===== src/design/dsec_pkg.sv =====
// ----------------------------------------------------------------------------
// dsec_pkg
// Shared types, constants and helpers for the delta stream edit counter.
// ----------------------------------------------------------------------------
package dsec_pkg;

   localparam int SIZE_BITS_DEFAULT = 32;
   localparam int EVT_DEPTH_DEFAULT = 4;
   localparam int RSP_DEPTH_DEFAULT = 2;

   localparam int EDIT_BITS = 32;
   localparam int ERR_BITS  = 3;
   localparam int AMT_BITS  = 17;

   localparam logic [2:0] MIN_LEN = 3'd6;

   localparam logic [7:0] CMD_COPY_BIT = 8'h80;
   localparam logic [7:0] CMD_FROM_DEST_BIT = 8'h40;
   localparam logic [7:0] COPY_ARG_MASK = 8'h3f;
   localparam logic [2:0] COPY_SIZE_LO_SHIFT = 3'd4;
   localparam logic [2:0] COPY_SIZE_HI_SHIFT = 3'd5;
   localparam logic [AMT_BITS-1:0] COPY_ZERO_SIZE = 17'h10000;

   localparam logic [ERR_BITS-1:0] ERR_OK       = 3'd0;
   localparam logic [ERR_BITS-1:0] ERR_SHORT    = 3'd1;
   localparam logic [ERR_BITS-1:0] ERR_TRUNC    = 3'd2;
   localparam logic [ERR_BITS-1:0] ERR_MISMATCH = 3'd3;
   localparam logic [ERR_BITS-1:0] ERR_OVERFLOW = 3'd4;

   typedef struct packed {
      logic                copy_en;
      logic                from_dest;
      logic                lit_en;
      logic                fin;
      logic [ERR_BITS-1:0] pre_err;
      logic [AMT_BITS-1:0] amount;
   } evt_type;

   function automatic logic [2:0] lowest_bit(input logic [7:0] m);
      logic [2:0] idx;
      idx = 3'd0;
      for (int i = 7; i >= 0; i--) begin
         if (m[i]) begin
            idx = 3'(i);
         end
      end
      return idx;
   endfunction

endpackage


===== src/design/dsec_fifo.sv =====
// ----------------------------------------------------------------------------
// dsec_fifo
// Small register based queue with first-word fall-through read.
// ----------------------------------------------------------------------------
module dsec_fifo #(
   parameter int WIDTH = 8,
   parameter int DEPTH = 2
) (
   input  logic             clock,
   input  logic             reset,
   input  logic             push,
   input  logic [WIDTH-1:0] wr_data,
   input  logic             pop,
   output logic [WIDTH-1:0] rd_data,
   output logic             empty,
   output logic             full
);

   localparam int PTR_BITS = (DEPTH > 1) ? $clog2(DEPTH) : 1;
   localparam int CNT_BITS = $clog2(DEPTH + 1);
   localparam logic [PTR_BITS-1:0] LAST_PTR = PTR_BITS'(DEPTH - 1);
   localparam logic [CNT_BITS-1:0] FULL_CNT = CNT_BITS'(DEPTH);

   logic [WIDTH-1:0]    mem_ff [DEPTH];
   logic [PTR_BITS-1:0] wr_ptr_ff, wr_ptr_in;
   logic [PTR_BITS-1:0] rd_ptr_ff, rd_ptr_in;
   logic [CNT_BITS-1:0] count_ff, count_in;
   logic                do_push, do_pop;

   assign empty   = (count_ff == '0);
   assign full    = (count_ff == FULL_CNT);
   assign do_push = push && !full;
   assign do_pop  = pop && !empty;
   assign rd_data = mem_ff[rd_ptr_ff];

   always_comb begin
      wr_ptr_in = wr_ptr_ff;
      rd_ptr_in = rd_ptr_ff;
      count_in  = count_ff;
      if (do_push) begin
         wr_ptr_in = (wr_ptr_ff == LAST_PTR) ? '0 : wr_ptr_ff + 1'b1;
      end
      if (do_pop) begin
         rd_ptr_in = (rd_ptr_ff == LAST_PTR) ? '0 : rd_ptr_ff + 1'b1;
      end
      if (do_push && !do_pop) begin
         count_in = count_ff + 1'b1;
      end else if (do_pop && !do_push) begin
         count_in = count_ff - 1'b1;
      end
   end

   always_ff @(posedge clock) begin
      if (reset) begin
         wr_ptr_ff <= '0;
         rd_ptr_ff <= '0;
         count_ff  <= '0;
      end else begin
         wr_ptr_ff <= wr_ptr_in;
         rd_ptr_ff <= rd_ptr_in;
         count_ff  <= count_in;
      end
   end

   always_ff @(posedge clock) begin
      if (do_push) begin
         mem_ff[wr_ptr_ff] <= wr_data;
      end
   end

endmodule


===== src/design/dsec_front.sv =====
// ----------------------------------------------------------------------------
// dsec_front
// Byte parser: walks headers and commands and emits size events.
// ----------------------------------------------------------------------------
module dsec_front #(
   parameter int SIZE_BITS = dsec_pkg::SIZE_BITS_DEFAULT
) (
   input  logic                   clock,
   input  logic                   reset,
   input  logic                   accept,
   input  logic [7:0]             data_byte,
   input  logic                   last,
   output logic                   evt_push,
   output dsec_pkg::evt_type      evt,
   output logic [SIZE_BITS-1:0]   evt_src_size,
   output logic [SIZE_BITS-1:0]   evt_dst_size
);

   typedef enum logic [2:0] {
      PH_SRC_MASK,
      PH_SRC_BYTES,
      PH_DST_MASK,
      PH_DST_BYTES,
      PH_CMD,
      PH_COPY,
      PH_LIT
   } phase_type;

   localparam logic [63:0] SIZE_MASK = {64{1'b1}} >> (64 - SIZE_BITS);

   phase_type            phase_ff, phase_in;
   logic [7:0]           mask_ff, mask_in;
   logic [2:0]           shift_ff, shift_in;
   logic [SIZE_BITS-1:0] src_ff, src_in;
   logic [SIZE_BITS-1:0] dst_ff, dst_in;
   logic [15:0]          acc_ff, acc_in;
   logic                 from_dest_ff, from_dest_in;
   logic [6:0]           lit_left_ff, lit_left_in;
   logic [2:0]           len_ff, len_in;
   logic                 ovf_ff, ovf_in;
   logic [63:0]          hdr_value;
   logic                 hdr_ovf;
   logic [7:0]           mask_next;
   logic [15:0]          acc_sum;
   dsec_pkg::evt_type    evt_c;
   logic                 evt_valid_c;

   function automatic logic [dsec_pkg::AMT_BITS-1:0] AMT_EXT(input logic [7:0] b);
      return {{(dsec_pkg::AMT_BITS-8){1'b0}}, b};
   endfunction

   assign hdr_value = 64'(data_byte) << {shift_ff, 3'b000};
   assign hdr_ovf   = |(hdr_value & ~SIZE_MASK);
   assign mask_next = mask_ff & (mask_ff - 8'd1);

   always_comb begin
      acc_sum = acc_ff;
      if (shift_ff == dsec_pkg::COPY_SIZE_LO_SHIFT) begin
         acc_sum = acc_ff | {8'd0, data_byte};
      end else if (shift_ff == dsec_pkg::COPY_SIZE_HI_SHIFT) begin
         acc_sum = acc_ff | {data_byte, 8'd0};
      end
   end

   always_comb begin
      phase_in     = phase_ff;
      mask_in      = mask_ff;
      shift_in     = shift_ff;
      src_in       = src_ff;
      dst_in       = dst_ff;
      acc_in       = acc_ff;
      from_dest_in = from_dest_ff;
      lit_left_in  = lit_left_ff;
      len_in       = (len_ff < dsec_pkg::MIN_LEN) ? len_ff + 3'd1 : len_ff;
      ovf_in       = ovf_ff;
      evt_c        = '0;
      evt_valid_c  = 1'b0;

      case (phase_ff)
         PH_SRC_MASK, PH_DST_MASK: begin
            mask_in = data_byte;
            if (data_byte == 8'd0) begin
               phase_in = (phase_ff == PH_SRC_MASK) ? PH_DST_MASK : PH_CMD;
            end else begin
               shift_in = dsec_pkg::lowest_bit(data_byte);
               phase_in = (phase_ff == PH_SRC_MASK) ? PH_SRC_BYTES : PH_DST_BYTES;
            end
         end
         PH_SRC_BYTES, PH_DST_BYTES: begin
            if (hdr_ovf) begin
               ovf_in = 1'b1;
            end
            if (phase_ff == PH_SRC_BYTES) begin
               src_in = src_ff | hdr_value[SIZE_BITS-1:0];
            end else begin
               dst_in = dst_ff | hdr_value[SIZE_BITS-1:0];
            end
            mask_in = mask_next;
            if (mask_next == 8'd0) begin
               shift_in = 3'd0;
               phase_in = (phase_ff == PH_SRC_BYTES) ? PH_DST_MASK : PH_CMD;
            end else begin
               shift_in = dsec_pkg::lowest_bit(mask_next);
            end
         end
         PH_COPY: begin
            acc_in  = acc_sum;
            mask_in = mask_next & dsec_pkg::COPY_ARG_MASK;
            if ((mask_next & dsec_pkg::COPY_ARG_MASK) == 8'd0) begin
               shift_in          = 3'd0;
               phase_in          = PH_CMD;
               evt_valid_c       = 1'b1;
               evt_c.copy_en     = 1'b1;
               evt_c.from_dest   = from_dest_ff;
               evt_c.amount      = (acc_sum == 16'd0) ? dsec_pkg::COPY_ZERO_SIZE
                                                      : {1'b0, acc_sum};
            end else begin
               shift_in = dsec_pkg::lowest_bit(mask_next);
            end
         end
         PH_LIT: begin
            lit_left_in = lit_left_ff - 7'd1;
            if (lit_left_ff == 7'd1) begin
               phase_in = PH_CMD;
            end
         end
         default: begin
            if ((data_byte & dsec_pkg::CMD_COPY_BIT) != 8'd0) begin
               from_dest_in = (data_byte & dsec_pkg::CMD_FROM_DEST_BIT) != 8'd0;
               acc_in       = 16'd0;
               mask_in      = data_byte & dsec_pkg::COPY_ARG_MASK;
               if ((data_byte & dsec_pkg::COPY_ARG_MASK) == 8'd0) begin
                  phase_in        = PH_CMD;
                  evt_valid_c     = 1'b1;
                  evt_c.copy_en   = 1'b1;
                  evt_c.from_dest = from_dest_in;
                  evt_c.amount    = dsec_pkg::COPY_ZERO_SIZE;
               end else begin
                  shift_in = dsec_pkg::lowest_bit(data_byte & dsec_pkg::COPY_ARG_MASK);
                  phase_in = PH_COPY;
               end
            end else begin
               lit_left_in  = data_byte[6:0];
               phase_in     = (data_byte == 8'd0) ? PH_CMD : PH_LIT;
               evt_valid_c  = 1'b1;
               evt_c.lit_en = 1'b1;
               evt_c.amount = AMT_EXT(data_byte);
            end
         end
      endcase

      if (last) begin
         evt_valid_c = 1'b1;
         evt_c.fin   = 1'b1;
         if (len_in < dsec_pkg::MIN_LEN) begin
            evt_c.pre_err = dsec_pkg::ERR_SHORT;
         end else if (ovf_in) begin
            evt_c.pre_err = dsec_pkg::ERR_OVERFLOW;
         end else if (phase_in != PH_CMD) begin
            evt_c.pre_err = dsec_pkg::ERR_TRUNC;
         end else begin
            evt_c.pre_err = dsec_pkg::ERR_OK;
         end
      end
   end

   assign evt_push     = accept && evt_valid_c;
   assign evt          = evt_c;
   assign evt_src_size = src_in;
   assign evt_dst_size = dst_in;

   always_ff @(posedge clock) begin
      if (reset || (accept && last)) begin
         phase_ff     <= PH_SRC_MASK;
         mask_ff      <= '0;
         shift_ff     <= '0;
         src_ff       <= '0;
         dst_ff       <= '0;
         acc_ff       <= '0;
         from_dest_ff <= 1'b0;
         lit_left_ff  <= '0;
         len_ff       <= '0;
         ovf_ff       <= 1'b0;
      end else if (accept) begin
         phase_ff     <= phase_in;
         mask_ff      <= mask_in;
         shift_ff     <= shift_in;
         src_ff       <= src_in;
         dst_ff       <= dst_in;
         acc_ff       <= acc_in;
         from_dest_ff <= from_dest_in;
         lit_left_ff  <= lit_left_in;
         len_ff       <= len_in;
         ovf_ff       <= ovf_in;
      end
   end

endmodule


===== src/design/dsec_back.sv =====
// ----------------------------------------------------------------------------
// dsec_back
// Size accounting: keeps copy, literal and output totals, forms the result.
// ----------------------------------------------------------------------------
module dsec_back #(
   parameter int SIZE_BITS = dsec_pkg::SIZE_BITS_DEFAULT
) (
   input  logic                                 clock,
   input  logic                                 reset,
   input  logic                                 evt_valid,
   input  dsec_pkg::evt_type                    evt,
   input  logic [SIZE_BITS-1:0]                 evt_src_size,
   input  logic [SIZE_BITS-1:0]                 evt_dst_size,
   output logic                                 evt_pop,
   input  logic                                 rsp_full,
   output logic                                 rsp_push,
   output logic [dsec_pkg::EDIT_BITS-1:0]       rsp_edit,
   output logic [dsec_pkg::ERR_BITS-1:0]        rsp_err
);

   logic [SIZE_BITS-1:0]          copied_ff, copied_in;
   logic [SIZE_BITS-1:0]          literal_ff, literal_in;
   logic [SIZE_BITS-1:0]          out_ff, out_in;
   logic                          over_ff, over_in;
   logic [SIZE_BITS-1:0]          amount;
   logic [SIZE_BITS+1:0]          out_sum;

   logic                          fin_ff;
   logic [SIZE_BITS-1:0]          fin_copied_ff, fin_literal_ff, fin_out_ff;
   logic [SIZE_BITS-1:0]          fin_src_ff, fin_dst_ff;
   logic                          fin_over_ff;
   logic [dsec_pkg::ERR_BITS-1:0] fin_err_ff;
   logic [SIZE_BITS-1:0]          edit_wide;
   logic [63:0]                   edit_ext;
   logic                          take_fin;

   assign amount  = SIZE_BITS'(evt.amount);
   assign evt_pop = evt_valid && (!evt.fin || !fin_ff || !rsp_full);
   assign take_fin = evt_pop && evt.fin;
   // full amount kept here, a 64k copy does not fit a 16 bit total
   assign out_sum = {2'b00, out_ff} + (SIZE_BITS+2)'(evt.amount);

   always_comb begin
      copied_in  = copied_ff;
      literal_in = literal_ff;
      out_in     = out_ff;
      over_in    = over_ff;
      if (evt_pop && evt.copy_en && !evt.from_dest) begin
         copied_in = copied_ff + amount;
      end
      if (evt_pop && evt.lit_en) begin
         literal_in = literal_ff + amount;
      end
      if (evt_pop && (evt.copy_en || evt.lit_en) && !over_ff) begin
         if (|out_sum[SIZE_BITS+1:SIZE_BITS]) begin
            over_in = 1'b1;
         end else begin
            out_in = out_sum[SIZE_BITS-1:0];
         end
      end
   end

   always_ff @(posedge clock) begin
      if (reset || take_fin) begin
         copied_ff  <= '0;
         literal_ff <= '0;
         out_ff     <= '0;
         over_ff    <= 1'b0;
      end else begin
         copied_ff  <= copied_in;
         literal_ff <= literal_in;
         out_ff     <= out_in;
         over_ff    <= over_in;
      end
   end

   // result stage
   always_ff @(posedge clock) begin
      if (reset) begin
         fin_ff <= 1'b0;
      end else begin
         fin_ff <= take_fin || (fin_ff && rsp_full);
      end
   end

   always_ff @(posedge clock) begin
      if (take_fin) begin
         fin_copied_ff  <= copied_in;
         fin_literal_ff <= literal_in;
         fin_out_ff     <= out_in;
         fin_over_ff    <= over_in;
         fin_src_ff     <= evt_src_size;
         fin_dst_ff     <= evt_dst_size;
         fin_err_ff     <= evt.pre_err;
      end
   end

   always_comb begin
      if (fin_err_ff != dsec_pkg::ERR_OK) begin
         rsp_err = fin_err_ff;
      end else if (fin_over_ff || (fin_out_ff != fin_dst_ff)) begin
         rsp_err = dsec_pkg::ERR_MISMATCH;
      end else begin
         rsp_err = dsec_pkg::ERR_OK;
      end
      edit_wide = '0;
      if (rsp_err == dsec_pkg::ERR_OK) begin
         edit_wide = fin_src_ff - fin_copied_ff + fin_literal_ff;
      end
      edit_ext = 64'(edit_wide);
   end

   assign rsp_edit = edit_ext[dsec_pkg::EDIT_BITS-1:0];
   assign rsp_push = fin_ff && !rsp_full;

endmodule


===== src/design/delta_stream_edit_counter.sv =====
// ----------------------------------------------------------------------------
// delta_stream_edit_counter
// Parses a copy/insert delta byte stream and reports its edit size.
//
//   channel   ports                                  direction
//   request   req_push req_full req_data_byte        in
//             req_last
//   response  rsp_pop rsp_empty rsp_edit_size        out
//             rsp_error_code
//
// One byte is taken per cycle while the event queue has room; the parser
// updates its header and command state in that same cycle.
// The accounting stage drains one event per cycle except while a finished
// result waits on a full response queue; a result passes the event queue,
// the result registers and a small response queue. Reset is synchronous and
// empties both queues; the block then waits for a source header mask.
// A stalled response side backs up into the event queue and then raises
// req_full.
// ----------------------------------------------------------------------------
module delta_stream_edit_counter #(
   parameter int SIZE_BITS = dsec_pkg::SIZE_BITS_DEFAULT,
   parameter int EVT_DEPTH = dsec_pkg::EVT_DEPTH_DEFAULT,
   parameter int RSP_DEPTH = dsec_pkg::RSP_DEPTH_DEFAULT
) (
   input  logic                             clock,
   input  logic                             reset,
   input  logic                             req_push,
   output logic                             req_full,
   input  logic [7:0]                       req_data_byte,
   input  logic                             req_last,
   input  logic                             rsp_pop,
   output logic                             rsp_empty,
   output logic [dsec_pkg::EDIT_BITS-1:0]   rsp_edit_size,
   output logic [dsec_pkg::ERR_BITS-1:0]    rsp_error_code
);

   localparam int EVT_BITS = $bits(dsec_pkg::evt_type);
   localparam int QW = EVT_BITS + 2 * SIZE_BITS;
   localparam int RW = dsec_pkg::EDIT_BITS + dsec_pkg::ERR_BITS;

   logic                 accept;
   logic                 f_push;
   dsec_pkg::evt_type    f_evt, b_evt;
   logic [SIZE_BITS-1:0] f_src, f_dst, b_src, b_dst;
   logic [QW-1:0]        q_rd;
   logic                 q_empty;
   logic                 b_pop;
   logic                 r_push, r_full;
   logic [dsec_pkg::EDIT_BITS-1:0] r_edit;
   logic [dsec_pkg::ERR_BITS-1:0]  r_err;
   logic [RW-1:0]        r_rd;

   assign accept = req_push && !req_full;

   dsec_front #(.SIZE_BITS(SIZE_BITS)) u_front (
      .clock        (clock),
      .reset        (reset),
      .accept       (accept),
      .data_byte    (req_data_byte),
      .last         (req_last),
      .evt_push     (f_push),
      .evt          (f_evt),
      .evt_src_size (f_src),
      .evt_dst_size (f_dst)
   );

   dsec_fifo #(.WIDTH(QW), .DEPTH(EVT_DEPTH)) u_evt_q (
      .clock   (clock),
      .reset   (reset),
      .push    (f_push),
      .wr_data ({f_evt, f_src, f_dst}),
      .pop     (b_pop),
      .rd_data (q_rd),
      .empty   (q_empty),
      .full    (req_full)
   );

   assign b_evt = q_rd[QW-1 -: EVT_BITS];
   assign b_src = q_rd[2*SIZE_BITS-1 -: SIZE_BITS];
   assign b_dst = q_rd[SIZE_BITS-1:0];

   dsec_back #(.SIZE_BITS(SIZE_BITS)) u_back (
      .clock        (clock),
      .reset        (reset),
      .evt_valid    (!q_empty),
      .evt          (b_evt),
      .evt_src_size (b_src),
      .evt_dst_size (b_dst),
      .evt_pop      (b_pop),
      .rsp_full     (r_full),
      .rsp_push     (r_push),
      .rsp_edit     (r_edit),
      .rsp_err      (r_err)
   );

   dsec_fifo #(.WIDTH(RW), .DEPTH(RSP_DEPTH)) u_rsp_q (
      .clock   (clock),
      .reset   (reset),
      .push    (r_push),
      .wr_data ({r_edit, r_err}),
      .pop     (rsp_pop),
      .rd_data (r_rd),
      .empty   (rsp_empty),
      .full    (r_full)
   );

   assign rsp_edit_size  = r_rd[RW-1 -: dsec_pkg::EDIT_BITS];
   assign rsp_error_code = r_rd[dsec_pkg::ERR_BITS-1:0];

endmodule


===== config.mk =====
export PLATFORM = sky130hd
export DESIGN_NAME = delta_stream_edit_counter
export DESIGN_NICKNAME = d
export VERILOG_FILES = /design/src/design/dsec_pkg.sv /design/src/design/dsec_fifo.sv /design/src/design/dsec_front.sv /design/src/design/dsec_back.sv /design/src/design/delta_stream_edit_counter.sv
export SDC_FILE = /design/constraint.sdc
export NUM_CORES = 1
export LEC_CHECK = 0
export BUFFER_PORTS_ARGS = -buffer_cell sky130_fd_sc_hd__clkbuf_2
export CORE_MARGIN = 2
export CORE_UTILIZATION = 60
export CTS_CLUSTER_SIZE = 10
export DETAILED_ROUTE_END_ITERATION = 12
export MAX_ROUTING_LAYER = met4
export PLACE_DENSITY = 0.76
export SYNTH_ARGS = -nofsm -noshare
export SYNTH_HDL_FRONTEND = slang
export SYNTH_HIERARCHICAL = 1
export SYNTH_SLANG_ARGS = --single-unit

===== constraint.sdc =====
create_clock -name clock -period 8.7 [get_ports clock]
set_clock_uncertainty 0.15 [all_clocks]
set_input_delay 0.435 -clock clock [delete_from_list [all_inputs] [get_ports clock]]
set_output_delay 0.435 -clock clock [all_outputs]
set_load 0.01 [all_outputs]

==> metrics.md, run 1 <==
| Metric | Value |
|---|---|
| Drt wl/cell | `21.9 um` |
| Starting Density | `0.608` |
| Period utilization | `0.551` |
| Main area contributors after synthesis | `edfxtp_1 49%, dfxtp_1 12%, mux4_2 5.5%` |
| Sequential share of power | `0.397` |
| EDFF count, synth | `586` |
| Dominant cell type by area after synthesis | `edfxtp_1` |
| TritonRoute pass-1 iters | `5` |
| Site Rows | `89` |
| CTS tree | `yes` |
| Hold crit path type | `input pin to flop` |
| P_leak | `15.0 nW` |
| Worst slew pin tran | `between 1 and 1.5 ns` |
| Final min period | `4.79 ns` |
| Max-cap violations | `0` |
| I/O pins | `50` |
| Worst hold slack | `0.113 ns` |
| Clk slew on worst S/H paths | `0.06 ns` |
| Final net count | `2,934` |
| CTS max path bufs | `3` |
| Syn nets | `2,897` |
| Finished Layout Cells | `about 3.6k` |
| Most common cell after layout, fill and taps aside | `edfxtp_1` |
| Final Slew Violations | `0` |
| RePlAce Congestion | `0.919` |
| # diodes | `0` |
| Seq/Total Area, Yosys | `0.611` |
| VDD IR max | `approximately 210 uV` |
| Switching share of power | `0.340` |
| Synth Area per Inst | `13.1 um2` |
| Dpl hpwl | `between 50 and 60 mm` |
| Syn Inst Count | `2,755` |
| TNS Setup | `0 ns` |
| Critical path class | `flop to flop` |
| Clock latency on the worst-skew pair | `0.63 ns` |
| Die H | `249 um` |
| GRT Overall Usage | `0.266` |
| Syn Std Cell Area | `0.0360 mm2` |
| Die area | `about 0.062 mm2` |
| Final Setup Violations | `0` |
| Layout cells sized above 1 | `0.124` |
| Initial antenna violation count | `0` |
| CP Capture Type | `flop` |
| Relative slew slack | `0.193` |
| # DRC | `0` |
| Fmax | `about 210 MHz` |
| Arr. time, crit path | `about 5.0 ns` |
| Num CTS Buffers | `92` |
| Total wire length | `approximately 79 mm` |
| DRT antenna net count | `0` |
| Unique cell type count in the Yosys netlist | `103` |
| Placed cell area | `0.0368 mm2` |
| Initial DRC Count | `roughly 1.8k` |
| Top_reg_cell synth | `edfxtp_1` |
| GRT overflow | `0` |
| First-pass GRT wire length | `roughly 120 mm` |
| Crit path required time | `8.92 ns` |
| Largest net degree at the start of global routing | `around 110` |
| Gate power share | `0.340` |
| Post-route cell area | `approximately 0.039 mm2` |
| Ys async rst share | `0` |
| Vias per std cell | `a little over 6` |
| Die X | `249 um` |
| CORE AREA | `a little under 0.06 mm2` |
| Psw | `0.00442 W` |
| Number of global-route vias before repair | `21.8k` |
| Pint | `approximately 0.0086 W` |
| Most frequent cells in the layout | `586 x edfxtp_1, 222 x nor2_1, 216 x dfxtp_1` |
| CTS Root Buffer Type | `clkbuf_16` |
| CTS Hold Bufs | `0` |
| Synth Register Bits | `804` |
| Placed Cells | `3,471` |
| CP Launch Type | `flop` |
| Clock power share | `0.264` |
| RSZ-0062 raised after global routing | `no` |
| Crit Path Max Fanout | `40` |
| PortBufs | `49` |
| Post_cts resized | `0` |
| Share of the synthesized area in the top cell type | `0.489` |
| Status | `complete, no violations` |
| Warnings from Yosys | `6` |
| Via count | `roughly 22k` |
| Clock sink count | `804` |
| Pwr/cell area | `329 mW/mm2` |
| Area delta synth->final | `9.51%` |
| Final core occ | `0.666` |
| Final hold violation count | `0` |
| Post-CTS Setup Inserts | `0` |
| H-tree Lvls | `3` |
-- metal layers --
metal | global-route usage | wire length, um
met4 | 0.0935 | 2600
met5 | - | 0
met2 | 0.418 | 37800
met3 | 0.0348 | 4690
met1 | 0.361 | 34300
-- logic make-up after synthesis --
| group | count (synthesis) | synth area share |
|---|---|---|
| xor gates and xnor gates | 149 | 0.0363 |
| adders and majority gates | 129 | 0.0522 |
| buffers and inverters | 292 | 0.0341 |
| and+or+nand+nor | 703 | 0.0984 |
| AOI/OAI and AO/OA | 541 | 0.0981 |
| muxes | 137 | 0.0703 |
| DFF | 804 | 0.611 |
-- path summary, 6_finish.rpt --
check / slack, ns / start / end / cells past startpoint
setup reg to reg: 3.91 / flop / u_back/fin_out_ff[9] / 10
setup / recovery: 3.91 / flop / u_back/fin_out_ff[9] / 10
hold / removal: 0.11 / req_last / u_evt_q/mem_ff[2][84] / 1
hold reg to reg: 0.31 / u_front/src_ff[22] / u_front/src_ff[22] / 2
-- critical path: stages (launching register included) --
cell     delay, ns
dfxtp_4       0.65
buf_4         0.73
mux4_2        0.68
ha_1          0.39
o21a_1        0.16
o21ai_1       0.10
a21oi_1       0.24
o21ai_0       0.23
o21ai_2       0.42
buf_4         0.39
mux2_2        0.39
-- through the flow --
stage / worst slack, ns / power (W)
4_1_cts: 3.84 / 0.0130
2_1_floorplan: 2.14 / 0.00851
5_1_grt: 3.57 / 0.0137
3_3_place_gp: 3.87 / 0.00943
3_5_place_dp: 3.85 / 0.00955
6_report: 3.91 / 0.0130
-- cell usage after synthesis (37+ instances only) --
master and count:
dfxtp_1 218, edfxtp_1 586, inv_1 166, mux4_2 88, nor3_1 37, clkbuf_1 76
mux2_2 44, nand2_1 146, xor2_1 81, a21oi_1 172, xnor2_1 68, nor2_1 223
and2_1 104, a21o_1 87, ha_1 94, o21ai_0 95, o21bai_1 41
-- state kept, by name (all words and copies together), names as in the netlist, 3 cells and up, named ones only --
signal                 count
u_front/phase_ff           3
u_back/copied_ff          32
u_back/literal_ff         32
u_back/fin_err_ff          3
u_back/fin_literal_ff     32
u_back/out_ff             32
u_back/fin_copied_ff      32
u_back/fin_dst_ff         32
u_back/fin_out_ff         32
u_front/lit_left_ff        7
u_front/shift_ff           3
u_back/fin_src_ff         32
u_front/len_ff             3
u_front/dst_ff            32
u_evt_q/count_ff           3
u_front/acc_ff            16
u_front/src_ff            32
u_evt_q/mem_ff           352
u_front/mask_ff            8
u_rsp_q/mem_ff            70
-- power groups by stage --
stage	registers (W)	clock network (W)	logic, W
2_1_floorplan	0.00507	0	0.00344
3_3_place_gp	0.00519	0	0.00423
3_5_place_dp	0.00521	0	0.00435
4_1_cts	0.00514	0.00347	0.00440
5_1_grt	0.00519	0.00363	0.00488
6_report	0.00515	0.00342	0.00441
-- area by class of cell --
type / count / area (um2)
Multi-Input combinational cell: 1659 / 12800
Tap cell: 773 / 967
Inverter: 168 / 631
Sequential cell: 804 / 22000
Timing Repair Buffer: 67 / 380
Fill cell: 4129 / 19700
Clock buffer: 147 / 2540
Clock inverter: 8 / 82.6
Power figures use the tool's default switching activity.
==> inputs of run 2 (changes only) <==
Settings changed: CORE_UTILIZATION 60 to 57.
Clock period 8.7 ns to 4.15 ns, I/O delays scaled along.
==> run 2 against run 1 <==
Net effect: die area up 5.2%; flip-flop and latch count unchanged; utilization down 2.6 points; wire length up 3.2%; clock-buffer cell count up 14; clock power up 110%; worst hold slack worse by 0.082 ns; combinational power up 120%.
==> metrics.md, run 2 (synthesis gave the netlist of run 1 again) <==
| Metric | Value |
|---|---|
| # DRC | `0` |
| Crit path required time | `4.59 ns` |
| Status | `complete, no violations` |
| Arr. time, crit path | `4.45 ns` |
| Worst reg2reg endpoint | `u_back/literal_ff[29]` |
| Final min period | `4.00 ns` |
| Hold crit path type | `input pin to flop` |
| Gate power share | `0.346` |
| Top reg by flops | `u_evt_q/mem_ff` |
| Pwr/cell area | `688 mW/mm2` |
| VDD IR max | `472 uV` |
| Critical path class | `flop to flop` |
| Initial antenna violation count | `0` |
| P_leak | `about 15 nW` |
| Drt wl/cell | `21.8 um` |
| Final core occ | `0.640` |
| Die X | `255 um` |
| Final Setup Violations | `0` |
| DRT antenna net count | `0` |
| Clock latency on the worst-skew pair | `0.66 ns` |
| GRT overflow | `0` |
| CP Launch Type | `flop` |
| TNS Setup | `0 ns` |
| Final hold violation count | `0` |
| I/O pins | `50` |
| Vias per std cell | `5.90` |
| Via count | `22.2k` |
| Final Slew Violations | `0` |
| GRT Overall Usage | `0.264` |
| TritonRoute pass-1 iters | `6` |
| Layout cells sized above 1 | `0.137` |
| Area delta synth->final | `11.6%` |
| Sequential share of power | `0.389` |
| Largest net degree at the start of global routing | `94` |
| Psw | `0.00944 W` |
| # diodes | `0` |
| Most frequent cells in the layout | `586 x edfxtp_1, 222 x nor2_1, 216 x dfxtp_1` |
| Fmax | `250 MHz` |
| Die H | `255 um` |
| Worst slew pin tran | `0.953 ns` |
| Final net count | `~3.0k` |
| Top Registers | `u_evt_q/mem_ff x352, u_rsp_q/mem_ff x70` |
| Die area | `0.0651 mm2` |
| Period utilization | `0.965` |
| CP Capture Type | `flop` |
| Num CTS Buffers | `91` |
| Relative slew slack | `0.364` |
| Clock power share | `0.266` |
| CTS Root Buffer Type | `clkbuf_16` |
| Site Rows | `92` |
| Clk slew on worst S/H paths | `about 0.050 ns` |
| Setup crit end | `u_back/literal_ff[29]` |
| Max reg flops | `about 350` |
| Most common cell after layout, fill and taps aside | `edfxtp_1` |
| Initial DRC Count | `1,996` |
| Crit Path Max Fanout | `13` |
| Pint | `0.0182 W` |
| Number of global-route vias before repair | `21.9k` |
| CTS tree | `yes` |
| Worst hold slack | `0.0308 ns` |
| Post-CTS Setup Inserts | `0` |
| First-pass GRT wire length | `~130 mm` |
| CTS max path bufs | `3` |
| RePlAce Congestion | `0.935` |
| PortBufs | `49` |
| Clock sink count | `804` |
| Dpl hpwl | `around 55 mm` |
| Switching share of power | `0.342` |
| Max-cap violations | `0` |
| Flop2flop setup slack | `around 0.15 ns` |
| H-tree Lvls | `3` |
| Total wire length | `82.0 mm` |
| Total Power | `approximately 0.028 W` |
| Starting Density | `0.573` |
| CORE AREA | `0.0627 mm2` |
| FF-to-FF path depth | `13` |
run 2: cell type report:
cell class                      instances  area (um2)
Clock buffer                          161        2600
Clock inverter                          6         108
Fill cell                            4451       22600
Inverter                              168         631
Multi-Input combinational cell       1659       12800
Sequential cell                       804       22000
Tap cell                              846        1060
Timing Repair Buffer                  122         946
run 2: how the worst min path moves through the flow:
stage                                  start  slack (ns)                  end  depth (start not counted)
after floorplan                        reset        0.13  u_rsp_q/count_ff[1]                          1
after global placement    u_front/dst_ff[24]        0.29   u_front/dst_ff[24]                          2
after detailed placement  u_front/dst_ff[20]        0.30   u_front/dst_ff[20]                          2
after CTS                           req_push       0.009    u_front/len_ff[1]                          5
after global routing                req_push        0.07    u_front/len_ff[1]                          5
final                               req_push        0.03    u_front/len_ff[1]                          5
run 2: per-layer routing:
| metal | share of wire | track usage | wire length (um) | up-vias |
|---|---|---|---|---|
| li1 | - | - | - | 10300 |
| met1 | 0.43 | 0.353 | 35100 | 11000 |
| met2 | 0.48 | 0.418 | 39400 | 820 |
| met3 | 0.062 | 0.0345 | 5080 | 146 |
| met4 | 0.029 | 0.0932 | 2350 | 0 |
| met5 | 0 | - | 0 | - |
run 2: repair_timing:
item | in CTS | in global routing
setup endpoints to repair | 0 | 4
endpoints found under the hold margin | 35 | 0
gates resized for setup | 0 | 2
hold buffers | 11 | 0
run 2: power by group through the flow:
stage	clock network [W]	registers, W	logic (W)
floorplan	0	0.0105	0.00722
global placement	0	0.0108	0.00919
detailed placement	0	0.0109	0.00944
CTS	0.00745	0.0107	0.00953
global route	0.00778	0.0108	0.0105
finish	0.00734	0.0107	0.00955
run 2: through the flow:
step,area [um2],instances,setup WS (ns)
floorplan,36000,2755,0.433
detailed placement,37300,3588,0.213
global route,40100,3766,-0.0148
global placement,37300,3588,0.290
CTS,40100,3766,0.210
finish,40100,3766,0.147
run 2: critical path: stages, from the launching register on:
cell and delay, ns:
dfxtp_4 0.49, buf_4 0.19, mux4_2 0.57, ha_1 0.38, a21o_1 0.20, a21o_1 0.19, o41ai_1 0.66, a21oi_1 0.19
o21ai_0 0.24, a21oi_1 0.10, buf_4 0.17, nand4_1 0.10, xnor2_1 0.15, and2_1 0.16
